--- src/hw/rtl/rcm_pkg.sv ---
// rcm_pkg: widths, reset values, register indexes, opcodes, sequencer states and
// handshake structs for the RSA CRT modular exponentiation block. No dependencies.
package rcm_pkg;

	localparam int MOD_WIDTH = 32;
	localparam int EXP_WIDTH = 64;
	localparam int MSG_WIDTH = 64;
	localparam int RES_WIDTH = 64;
	localparam int X_WIDTH   = (MSG_WIDTH > EXP_WIDTH) ? MSG_WIDTH : EXP_WIDTH;
	localparam int ACC_WIDTH = 2 * MOD_WIDTH;
	localparam int SUM_WIDTH = 2 * MOD_WIDTH + 1;
	localparam int CNT_WIDTH = $clog2(X_WIDTH + 1);
	localparam int SH_MOD    = X_WIDTH - MOD_WIDTH;
	localparam int SH_EXP    = X_WIDTH - EXP_WIDTH;
	localparam int SH_MSG    = X_WIDTH - MSG_WIDTH;

	localparam logic [MOD_WIDTH-1:0] PRIME_P_RST = MOD_WIDTH'(97579);
	localparam logic [MOD_WIDTH-1:0] PRIME_Q_RST = MOD_WIDTH'(97583);

	// register indexes (paddr[2])
	localparam logic REG_PRIME_P = 1'b0;
	localparam logic REG_PRIME_Q = 1'b1;

	typedef enum logic [1:0] {
		ALU_DIV,
		ALU_MODMUL,
		ALU_MUL
	} alu_op_t;

	typedef enum logic [4:0] {
		S_IDLE,
		S_CHK,
		S_ERED,
		S_MRED,
		S_PTEST,
		S_PMUL,
		S_PSQR,
		S_ITEST,
		S_IDIV,
		S_IMUL,
		S_IUPD,
		S_CMBU,
		S_CMBT,
		S_NMUL,
		S_FIN
	} state_t;

	typedef struct packed {
		logic                 start;
		alu_op_t              op;
		logic [CNT_WIDTH-1:0] nbits;
		logic [X_WIDTH-1:0]   x;
		logic [MOD_WIDTH-1:0] a;
		logic [MOD_WIDTH-1:0] m;
	} alu_req_t;

	typedef struct packed {
		logic                 done;
		logic [ACC_WIDTH-1:0] acc;
		logic [X_WIDTH-1:0]   quo;
	} alu_rsp_t;

endpackage

--- src/hw/rtl/rcm_alu.sv ---
// rcm_alu: bit-serial arithmetic unit, one operand bit per cycle, MSB first:
// restoring divide/remainder, modular multiply, plain multiply. Uses rcm_pkg.
module rcm_alu (
	input  logic               clk,
	input  logic               arst_n,
	input  rcm_pkg::alu_req_t  req,
	output rcm_pkg::alu_rsp_t  rsp
);

	rcm_pkg::alu_op_t                  op_q;
	logic [rcm_pkg::X_WIDTH-1:0]       x_q;
	logic [rcm_pkg::MOD_WIDTH-1:0]     a_q;
	logic [rcm_pkg::MOD_WIDTH-1:0]     m_q;
	logic [rcm_pkg::ACC_WIDTH-1:0]     acc_q;
	logic [rcm_pkg::CNT_WIDTH-1:0]     cnt_q;
	logic                              busy_q;
	logic                              done_q;

	logic                              xb;
	logic [rcm_pkg::MOD_WIDTH:0]       div_r;
	logic                              div_ge;
	logic [rcm_pkg::MOD_WIDTH:0]       div_nx;
	logic [rcm_pkg::MOD_WIDTH+1:0]     mm_t;
	logic [rcm_pkg::MOD_WIDTH+1:0]     mm_m1;
	logic [rcm_pkg::MOD_WIDTH+1:0]     mm_m2;
	logic [rcm_pkg::MOD_WIDTH+1:0]     mm_nx;
	logic [rcm_pkg::ACC_WIDTH-1:0]     mul_nx;

	always_comb begin
		xb     = x_q[rcm_pkg::X_WIDTH-1];
		div_r  = {acc_q[rcm_pkg::MOD_WIDTH-1:0], xb};
		div_ge = div_r >= {1'b0, m_q};
		div_nx = div_ge ? (div_r - {1'b0, m_q}) : div_r;
		// acc < m, so 2*acc + a < 3m: at most two subtractions of m
		mm_t   = {1'b0, acc_q[rcm_pkg::MOD_WIDTH-1:0], 1'b0}
			+ (xb ? {2'b00, a_q} : '0);
		mm_m1  = {2'b00, m_q};
		mm_m2  = {1'b0, m_q, 1'b0};
		if (mm_t >= mm_m2) begin
			mm_nx = mm_t - mm_m2;
		end else if (mm_t >= mm_m1) begin
			mm_nx = mm_t - mm_m1;
		end else begin
			mm_nx = mm_t;
		end
		mul_nx = {acc_q[rcm_pkg::ACC_WIDTH-2:0], 1'b0}
			+ (xb ? rcm_pkg::ACC_WIDTH'(a_q) : '0);
	end

	always_ff @(posedge clk or negedge arst_n) begin
		if (!arst_n) begin
			busy_q <= 1'b0;
			done_q <= 1'b0;
			cnt_q  <= '0;
		end else begin
			done_q <= 1'b0;
			if (req.start) begin
				busy_q <= 1'b1;
				cnt_q  <= req.nbits;
			end else if (busy_q) begin
				cnt_q <= cnt_q - 1'b1;
				if (cnt_q == rcm_pkg::CNT_WIDTH'(1)) begin
					busy_q <= 1'b0;
					done_q <= 1'b1;
				end
			end
		end
	end

	always_ff @(posedge clk) begin
		if (req.start) begin
			op_q  <= req.op;
			x_q   <= req.x;
			a_q   <= req.a;
			m_q   <= req.m;
			acc_q <= '0;
		end else if (busy_q) begin
			case (op_q)
				rcm_pkg::ALU_DIV: begin
					acc_q <= rcm_pkg::ACC_WIDTH'(div_nx);
					x_q   <= {x_q[rcm_pkg::X_WIDTH-2:0], div_ge};
				end
				rcm_pkg::ALU_MODMUL: begin
					acc_q <= rcm_pkg::ACC_WIDTH'(mm_nx);
					x_q   <= {x_q[rcm_pkg::X_WIDTH-2:0], 1'b0};
				end
				rcm_pkg::ALU_MUL: begin
					acc_q <= mul_nx;
					x_q   <= {x_q[rcm_pkg::X_WIDTH-2:0], 1'b0};
				end
				default: begin
					acc_q <= acc_q;
					x_q   <= x_q;
				end
			endcase
		end
	end

	assign rsp.done = done_q;
	assign rsp.acc  = acc_q;
	assign rsp.quo  = x_q;

endmodule

--- src/hw/rtl/rsa_crt_modexp.sv ---
// rsa_crt_modexp: top level, sequencer, configuration registers and CRT
// datapath around one bit-serial unit. Uses rcm_pkg and rcm_alu.
//
//  channel   direction  handshake          payload
//  config    in/out     psel/penable/pready paddr, pwdata, prdata
//  input     in         in_valid/in_ready  message, exponent
//  result    out        out_valid/out_ready result_value
//
// Every multiply, division and reduction runs on rcm_alu, one bit per cycle;
// the Euclid update and the final CRT sum and subtraction are done locally.
// When a prime is 0 or 1, an item goes straight to the modulus product.
// One item is in work at a time; in_ready is high only when idle, and a
// finished result waits in the output register while the next item is taken.
// Reset loads the primes with their defaults and clears out_valid.
module rsa_crt_modexp (
	input  logic                            clk,
	input  logic                            arst_n,
	input  logic                            psel,
	input  logic                            penable,
	input  logic                            pwrite,
	input  logic [2:0]                      paddr,
	input  logic [31:0]                     pwdata,
	output logic [31:0]                     prdata,
	output logic                            pready,
	input  logic                            in_valid,
	output logic                            in_ready,
	input  logic [rcm_pkg::MSG_WIDTH-1:0]   message,
	input  logic [63:0]                     exponent,
	output logic                            out_valid,
	input  logic                            out_ready,
	output logic [rcm_pkg::RES_WIDTH-1:0]   result_value
);

	localparam int MW = rcm_pkg::MOD_WIDTH;

	rcm_pkg::state_t               state_q, state_nx;
	logic                          run_q;
	logic                          h_q;
	logic                          out_valid_q;
	logic [MW-1:0]                 prime_p_q;
	logic [MW-1:0]                 prime_q_q;
	logic [rcm_pkg::MSG_WIDTH-1:0] msg_q;
	logic [rcm_pkg::EXP_WIDTH-1:0] exp_q;
	logic [MW-1:0]                 er_q;
	logic [MW-1:0]                 base_q;
	logic [MW-1:0]                 pacc_q;
	logic [MW-1:0]                 ra_q;
	logic [MW-1:0]                 rb_q;
	logic [MW-1:0]                 cx_q;
	logic [MW-1:0]                 cy_q;
	logic [rcm_pkg::SUM_WIDTH-1:0] sum_q;
	logic [rcm_pkg::RES_WIDTH-1:0] res_q;

	rcm_pkg::alu_req_t             alu_req;
	rcm_pkg::alu_rsp_t             alu_rsp;

	logic [MW-1:0]                 m_cur;
	logic [MW-1:0]                 o_cur;
	logic                          unit_st;
	logic                          degen;
	logic                          out_free;
	logic [rcm_pkg::SUM_WIDTH-1:0] n_ext;
	logic [MW:0]                   cy_sub;
	logic                          cfg_wr;

	rcm_alu u_alu (
		.clk    (clk),
		.arst_n (arst_n),
		.req    (alu_req),
		.rsp    (alu_rsp)
	);

	assign m_cur    = h_q ? prime_q_q : prime_p_q;
	assign o_cur    = h_q ? prime_p_q : prime_q_q;
	assign degen    = (prime_p_q < MW'(2)) || (prime_q_q < MW'(2));
	assign out_free = !out_valid_q || out_ready;
	assign n_ext    = {1'b0, msg_q[rcm_pkg::ACC_WIDTH-1:0]};
	// cx - qt*cy mod m; base_q holds qt*cy mod m
	assign cy_sub   = (cx_q >= base_q) ? ({1'b0, cx_q} - {1'b0, base_q})
		: ({1'b0, cx_q} + {1'b0, m_cur} - {1'b0, base_q});
	assign cfg_wr   = psel && penable && pwrite;

	assign pready       = 1'b1;
	assign prdata       = (paddr[2] == rcm_pkg::REG_PRIME_Q) ? 32'(prime_q_q) : 32'(prime_p_q);
	assign out_valid    = out_valid_q;
	assign result_value = res_q;

	// next state
	always_comb begin
		state_nx = state_q;
		unique case (state_q)
			rcm_pkg::S_IDLE: if (in_valid) state_nx = rcm_pkg::S_CHK;
			rcm_pkg::S_CHK:  state_nx = degen ? rcm_pkg::S_NMUL : rcm_pkg::S_ERED;
			rcm_pkg::S_ERED: if (alu_rsp.done) state_nx = rcm_pkg::S_MRED;
			rcm_pkg::S_MRED: if (alu_rsp.done) state_nx = rcm_pkg::S_PTEST;
			rcm_pkg::S_PTEST: begin
				if (er_q == '0) begin
					state_nx = rcm_pkg::S_ITEST;
				end else if (er_q[0]) begin
					state_nx = rcm_pkg::S_PMUL;
				end else begin
					state_nx = rcm_pkg::S_PSQR;
				end
			end
			rcm_pkg::S_PMUL: if (alu_rsp.done) state_nx = rcm_pkg::S_PSQR;
			rcm_pkg::S_PSQR: if (alu_rsp.done) state_nx = rcm_pkg::S_PTEST;
			rcm_pkg::S_ITEST: begin
				if (ra_q <= MW'(1) || rb_q == '0) begin
					state_nx = rcm_pkg::S_CMBU;
				end else begin
					state_nx = rcm_pkg::S_IDIV;
				end
			end
			rcm_pkg::S_IDIV: if (alu_rsp.done) state_nx = rcm_pkg::S_IMUL;
			rcm_pkg::S_IMUL: if (alu_rsp.done) state_nx = rcm_pkg::S_IUPD;
			rcm_pkg::S_IUPD: state_nx = rcm_pkg::S_ITEST;
			rcm_pkg::S_CMBU: if (alu_rsp.done) state_nx = rcm_pkg::S_CMBT;
			rcm_pkg::S_CMBT: begin
				if (alu_rsp.done) state_nx = h_q ? rcm_pkg::S_NMUL : rcm_pkg::S_ERED;
			end
			rcm_pkg::S_NMUL: if (alu_rsp.done) state_nx = rcm_pkg::S_FIN;
			rcm_pkg::S_FIN:  if (out_free) state_nx = rcm_pkg::S_IDLE;
			default:         state_nx = rcm_pkg::S_IDLE;
		endcase
	end

	// outputs: handshake and unit request
	always_comb begin
		in_ready      = 1'b0;
		unit_st       = 1'b0;
		alu_req.op    = rcm_pkg::ALU_DIV;
		alu_req.nbits = rcm_pkg::CNT_WIDTH'(MW);
		alu_req.x     = rcm_pkg::X_WIDTH'(base_q) << rcm_pkg::SH_MOD;
		alu_req.a     = base_q;
		alu_req.m     = m_cur;
		unique case (state_q)
			rcm_pkg::S_IDLE: in_ready = 1'b1;
			rcm_pkg::S_ERED: begin
				unit_st       = 1'b1;
				alu_req.nbits = rcm_pkg::CNT_WIDTH'(rcm_pkg::EXP_WIDTH);
				alu_req.x     = rcm_pkg::X_WIDTH'(exp_q) << rcm_pkg::SH_EXP;
				alu_req.m     = m_cur - MW'(1);
			end
			rcm_pkg::S_MRED: begin
				unit_st       = 1'b1;
				alu_req.nbits = rcm_pkg::CNT_WIDTH'(rcm_pkg::MSG_WIDTH);
				alu_req.x     = rcm_pkg::X_WIDTH'(msg_q) << rcm_pkg::SH_MSG;
			end
			rcm_pkg::S_PMUL: begin
				unit_st    = 1'b1;
				alu_req.op = rcm_pkg::ALU_MODMUL;
				alu_req.x  = rcm_pkg::X_WIDTH'(pacc_q) << rcm_pkg::SH_MOD;
			end
			rcm_pkg::S_PSQR: begin
				unit_st    = 1'b1;
				alu_req.op = rcm_pkg::ALU_MODMUL;
			end
			rcm_pkg::S_IDIV: begin
				unit_st   = 1'b1;
				alu_req.x = rcm_pkg::X_WIDTH'(ra_q) << rcm_pkg::SH_MOD;
				alu_req.m = rb_q;
			end
			rcm_pkg::S_IMUL: begin
				unit_st    = 1'b1;
				alu_req.op = rcm_pkg::ALU_MODMUL;
				alu_req.x  = rcm_pkg::X_WIDTH'(er_q) << rcm_pkg::SH_MOD;
				alu_req.a  = cy_q;
			end
			rcm_pkg::S_CMBU: begin
				unit_st    = 1'b1;
				alu_req.op = rcm_pkg::ALU_MODMUL;
				alu_req.x  = rcm_pkg::X_WIDTH'(pacc_q) << rcm_pkg::SH_MOD;
				alu_req.a  = cx_q;
			end
			rcm_pkg::S_CMBT: begin
				unit_st    = 1'b1;
				alu_req.op = rcm_pkg::ALU_MUL;
				alu_req.a  = o_cur;
			end
			rcm_pkg::S_NMUL: begin
				unit_st    = 1'b1;
				alu_req.op = rcm_pkg::ALU_MUL;
				alu_req.x  = rcm_pkg::X_WIDTH'(prime_p_q) << rcm_pkg::SH_MOD;
				alu_req.a  = prime_q_q;
			end
			default: in_ready = 1'b0;
		endcase
		alu_req.start = unit_st && !run_q;
	end

	// control state and configuration
	always_ff @(posedge clk or negedge arst_n) begin
		if (!arst_n) begin
			state_q     <= rcm_pkg::S_IDLE;
			run_q       <= 1'b0;
			h_q         <= 1'b0;
			out_valid_q <= 1'b0;
			prime_p_q   <= rcm_pkg::PRIME_P_RST;
			prime_q_q   <= rcm_pkg::PRIME_Q_RST;
		end else begin
			state_q <= state_nx;
			if (alu_req.start) begin
				run_q <= 1'b1;
			end else if (alu_rsp.done) begin
				run_q <= 1'b0;
			end
			if (state_q == rcm_pkg::S_CHK) begin
				h_q <= 1'b0;
			end else if (state_q == rcm_pkg::S_CMBT && alu_rsp.done) begin
				h_q <= 1'b1;
			end
			if (state_q == rcm_pkg::S_FIN && out_free) begin
				out_valid_q <= 1'b1;
			end else if (out_ready) begin
				out_valid_q <= 1'b0;
			end
			if (cfg_wr && paddr[2] == rcm_pkg::REG_PRIME_P) begin
				prime_p_q <= pwdata[MW-1:0];
			end
			if (cfg_wr && paddr[2] == rcm_pkg::REG_PRIME_Q) begin
				prime_q_q <= pwdata[MW-1:0];
			end
		end
	end

	// datapath
	always_ff @(posedge clk) begin
		unique case (state_q)
			rcm_pkg::S_IDLE: begin
				if (in_valid) begin
					msg_q <= message;
					exp_q <= exponent[rcm_pkg::EXP_WIDTH-1:0];
				end
			end
			rcm_pkg::S_CHK: sum_q <= '0;
			rcm_pkg::S_ERED: if (alu_rsp.done) er_q <= alu_rsp.acc[MW-1:0];
			rcm_pkg::S_MRED: begin
				if (alu_rsp.done) begin
					base_q <= alu_rsp.acc[MW-1:0];
					pacc_q <= MW'(1);
				end
			end
			rcm_pkg::S_PTEST: begin
				if (er_q == '0) begin
					ra_q <= o_cur;
					rb_q <= m_cur;
					cx_q <= MW'(1);
					cy_q <= '0;
				end
			end
			rcm_pkg::S_PMUL: if (alu_rsp.done) pacc_q <= alu_rsp.acc[MW-1:0];
			rcm_pkg::S_PSQR: begin
				if (alu_rsp.done) begin
					base_q <= alu_rsp.acc[MW-1:0];
					er_q   <= er_q >> 1;
				end
			end
			rcm_pkg::S_ITEST: begin
				// no inverse: gcd above one
				if (ra_q != MW'(1) && (ra_q == '0 || rb_q == '0)) cx_q <= '0;
			end
			rcm_pkg::S_IDIV: begin
				if (alu_rsp.done) begin
					er_q <= alu_rsp.quo[MW-1:0];
					ra_q <= rb_q;
					rb_q <= alu_rsp.acc[MW-1:0];
				end
			end
			rcm_pkg::S_IMUL: if (alu_rsp.done) base_q <= alu_rsp.acc[MW-1:0];
			rcm_pkg::S_IUPD: begin
				cy_q <= cy_sub[MW-1:0];
				cx_q <= cy_q;
			end
			rcm_pkg::S_CMBU: if (alu_rsp.done) base_q <= alu_rsp.acc[MW-1:0];
			rcm_pkg::S_CMBT: begin
				if (alu_rsp.done) sum_q <= sum_q + {1'b0, alu_rsp.acc};
			end
			rcm_pkg::S_NMUL: begin
				if (alu_rsp.done) msg_q <= rcm_pkg::MSG_WIDTH'(alu_rsp.acc);
			end
			rcm_pkg::S_FIN: begin
				if (out_free) begin
					res_q <= (sum_q >= n_ext) ? rcm_pkg::RES_WIDTH'(sum_q - n_ext)
						: rcm_pkg::RES_WIDTH'(sum_q);
				end
			end
			default: sum_q <= sum_q;
		endcase
	end

	a_done_launched: assert property (@(posedge clk) disable iff (!arst_n)
		alu_rsp.done |-> run_q)
		else $error("unit finished without a launch");

	a_idle_quiet: assert property (@(posedge clk) disable iff (!arst_n)
		state_q == rcm_pkg::S_IDLE |-> !run_q)
		else $error("unit busy while idle");

	a_accept_starts: assert property (@(posedge clk) disable iff (!arst_n)
		in_valid && in_ready |=> state_q == rcm_pkg::S_CHK)
		else $error("accepted item did not start");

	a_fin_loads: assert property (@(posedge clk) disable iff (!arst_n)
		state_q == rcm_pkg::S_FIN && out_free |=> out_valid_q)
		else $error("result not presented");

endmodule

--- config.mk ---
export PLATFORM = sky130hd
export DESIGN_NAME = rsa_crt_modexp
export DESIGN_NICKNAME = d
export VERILOG_FILES = /design/src/hw/rtl/rcm_pkg.sv /design/src/hw/rtl/rcm_alu.sv /design/src/hw/rtl/rsa_crt_modexp.sv
export SDC_FILE = /design/constraint.sdc
export NUM_CORES = 2
export LEC_CHECK = 0
export BUFFER_PORTS_ARGS = -buffer_cell sky130_fd_sc_hd__buf_4
export CAP_MARGIN = 10
export CORE_MARGIN = 2
export CORE_UTILIZATION = 40
export CTS_CLUSTER_DIAMETER = 200
export DETAILED_ROUTE_END_ITERATION = 10
export SETUP_SLACK_MARGIN = 0.05
export SYNTH_ARGS = -nofsm -noshare
export SYNTH_HDL_FRONTEND = slang
export SYNTH_SLANG_ARGS = --single-unit
--- constraint.sdc ---
create_clock -name clk -period 7.6 [get_ports clk]
set_input_delay 0.76 -clock clk [delete_from_list [all_inputs] [get_ports clk]]
set_output_delay 0.76 -clock clk [all_outputs]
set_load 0.02 [all_outputs]
==> impl_metrics.csv <==
group,metric,value,unit
status,run_status,"complete, no violations",
yosys,synth_warnings,0,
placement,io_buffers,265,
grt,grt_max_degree,96,
routing,wl,218000,um
worst_hold_path,hold_class,"primary input to flop",
cts,post_cts_buffers,0,
layout,mostFrequentLayoutCells,"695 x nand2_1, 611 x edfxtp_1, 440 x nor2_1",
sta,max_freq,0.142,GHz
yosys,ys_ff_latch,755,
cts,cts.hold.buffers_added,0,
power_and_ir_drop,leakagePower,24.7,nW
grt,grt_pass1_vias,45014,
critical_path,end_kind,"flop",
critical_path,r2r-end,"u_alu.acc_q[17]$_SDFFE_PP0P_",
die,core_area,132000,um^2
routing,num_vias,48016,
grt,grt_pass1_wl,313000,um
power_and_ir_drop,ir_drop,0.000221,V
cts,clock_sinks,755,
critical_path,r2r_start,"u_alu.x_q[63]$_DFFE_PP_",
grt,grt-ovfl-total,0,
critical_path,crit_path_frequent_cell,"and3_1",
critical_path,reg2reg_depth,21,
placement,dp_hpwl,170000,um
die,pin_count,269,
routing,drc,0,
critical_path,critPathKind,"flop to flop",
yosys,syn-num-nets,6198,
yosys,ys_types,105,
layout,regArea,21700,um^2
critical_path,r2r_slack,0.55,ns
layout,area_growth,13.4,%
cts,tritoncts,"done",
grt,antenna_found_initial,13,
cts,clk_latency,0.72,ns
sta,relSlewSlack,0.242,
grt,grt_util_all_layers,0.312,
worst_hold_path,hp-start,"exponent[39]",
sta,setup-tns-final,0,ns
critical_path,arrival,7.67,ns
routing,drt-initial-drc-count,6464,
grt,busiest_layer,"met2",
yosys,ys_async_sr_fraction,0.106,
job,max_cap_violations,0,
yosys,synthFlopType,"edfxtp_1",
grt,grt.met3_usage,0.0562,
layout,final_util,0.458,
sta,finalSetupViolations,0,
layout,multiInputGateArea,29600,um^2
die,die_x,369,um
yosys,ys_seq_area_frac,0.408,
worst_hold_path,min_path_cells,1,
cts,cts_htree_levels,3,
yosys,postSynthAreaPerCell,9.38,um^2
sta,clock_skew,0.0340,ns
layout,layout.nets,6391,
grt,grtUsageMet2,0.470,
critical_path,crit_chain,"buf_4, and2_1, ha_1, or4_1, and3_1, a21oi_2, o21ai_0, a21oi_1, o21bai_1, xor2_1, ha_1, and3_1, and3_1, a21oi_1, o21ai_0, a2111oi_0, buf_4, o31ai_2, o41ai_2, a221oi_1, o221ai_1",
routing,drtPass1Iterations,10,
sta,fin_crit,7.05,ns
cts,cts.root.buffer_cell,"clkbuf_16",
yosys,synthesis.area,53200,um^2
sta,slew_viol_final,0,
critical_path,required,8.22,ns
critical_path,critPathMaxStageDelay,0.90,ns
routing,routed_via_density,6.24,
die,initial_core_util,0.404,
critical_path,crit_start,"u_alu.x_q[63]$_DFFE_PP_",
die,dieArea,136000,um^2
yosys,synth_edf_count,611,
critical_path,cp_slowest_cell,"o41ai_2",
sta,period_share,0.928,
layout,final_common_cell,"nand2_1",
critical_path,cp_max_fo,29,
yosys,synth_cells,5664,
grt,use_met1,0.433,
cts,numCtsBuffers,90,
layout,nFillCells,12648,
cts,clock_path_buffers,3,
placement,place.gp.congestion,0.992,
die,die_h,369,um
layout,drive_gt1_frac,0.130,
cts,path_clk_slew,0.06,ns
layout,design_area,60300,um^2
placement,dpl_cell_area,57200,um^2
cts,cts_resized,0,
sta,final-hold-violation-count,0,
sta,grt_setup_unrepaired,"false",
sta,worst_pin_slew,1.14,ns
routing,ant_nets,0,
die,rows,133,
critical_path,start_kind,"flop",
worst_hold_path,hold_end,"exp_q[39]$_DFFE_PP_",
routing,wl_per_cell,28.3,um
power_and_ir_drop,p_per_area,489,nW/um^2
[flip-flops by register name, indices dropped and copies added, names as in the netlist, 64 cells and up]
register      count
u_alu.acc_q      64
msg_q            64
sum_q            65
result_value     64
u_alu.x_q        64
exp_q            64
[layout make-up]
class / count / area share
sequential: 755 / 0.359
tap: 1755 / 0.0364
clock inverter: 46 / 0.00849
inverter: 259 / 0.0162
clock buffer: 119 / 0.0419
multi-input combinational: 4376 / 0.491
timing repair buffer: 375 / 0.0467
antenna: 8 / 0.000332
[worst max-delay path, delay by kind of cell, from the launching register on]
family	cells	cell delay (ns)
compound gates	11	3.21
xor+xnor	1	0.59
fa+ha+maj	2	0.78
buf+inv	2	0.52
flops	1	0.52
simple gates	5	1.34
[where the power goes]
part	leakage [nW]	total, mW	internal (mW)	switching [mW]
logic	16.1	18.3	6.55	11.8
registers	7.10	6.63	5.73	0.900
clock network	1.49	4.53	2.60	1.94
total	24.7	29.5	14.9	14.6
[routing by layer]
| layer | up-vias | part of all wire |
|---|---|---|
| met5 | - | 0.00024 |
| met4 | 8 | 0.054 |
| met3 | 437 | 0.10 |
| met2 | 2613 | 0.43 |
| met1 | 23343 | 0.42 |
| li1 | 21615 | - |
[logic make-up after synthesis]
logic type	share of synthesized area
AOI/OAI and AO/OA	0.208
xor gates and xnor gates	0.0481
adders and majority gates	0.0911
buffers and inverters	0.0386
DFF	0.408
muxes	0.0423
other	0.0000706
and+or+nand+nor	0.164
[through the flow]
| stage | hold slack (ns) | cells | setup WS (ns) | total power [mW] |
|---|---|---|---|---|
| 5_1_grt | 0.193 | 7685 | 0.349 | 31.1 |
| 6_report | 0.212 | 7693 | 0.550 | 29.5 |
| 3_3_place_gp | 0.502 | 7520 | 0.696 | 24.5 |
| 2_1_floorplan | 0.451 | 5664 | 1.67 | 18.5 |
| 4_1_cts | 0.179 | 7685 | 0.682 | 29.1 |
| 3_5_place_dp | 0.511 | 7520 | 0.687 | 24.5 |
[synth_stat cells, types with 72 or more instances]
master,count,area [um^2]
mux2_2,128,1440
edfxtp_1,611,18300
xnor2_1,171,1500
clkbuf_1,220,826
mux2i_1,79,791
a21o_1,186,1400
a21oi_1,355,1780
a222oi_1,96,961
o21ai_0,362,1810
a211oi_1,72,541
nor2_1,450,1690
inv_1,259,972
nand3_1,168,841
nand2_1,699,2620
xor2_1,119,1040
nand4_1,78,488
ha_1,326,4080
and2_1,87,544
and3_1,82,513
nor3_1,77,385
[worst max-delay path by stage]
stage	endpoint
floorplan	u_alu.acc_q[22]$_SDFFE_PP0P_
global placement	u_alu.acc_q[9]$_SDFFE_PP0P_
detailed placement	u_alu.acc_q[9]$_SDFFE_PP0P_
CTS	u_alu.acc_q[17]$_SDFFE_PP0P_
global route	u_alu.acc_q[17]$_SDFFE_PP0P_
finish	u_alu.acc_q[17]$_SDFFE_PP0P_
(Power assumes the default switching activity.)
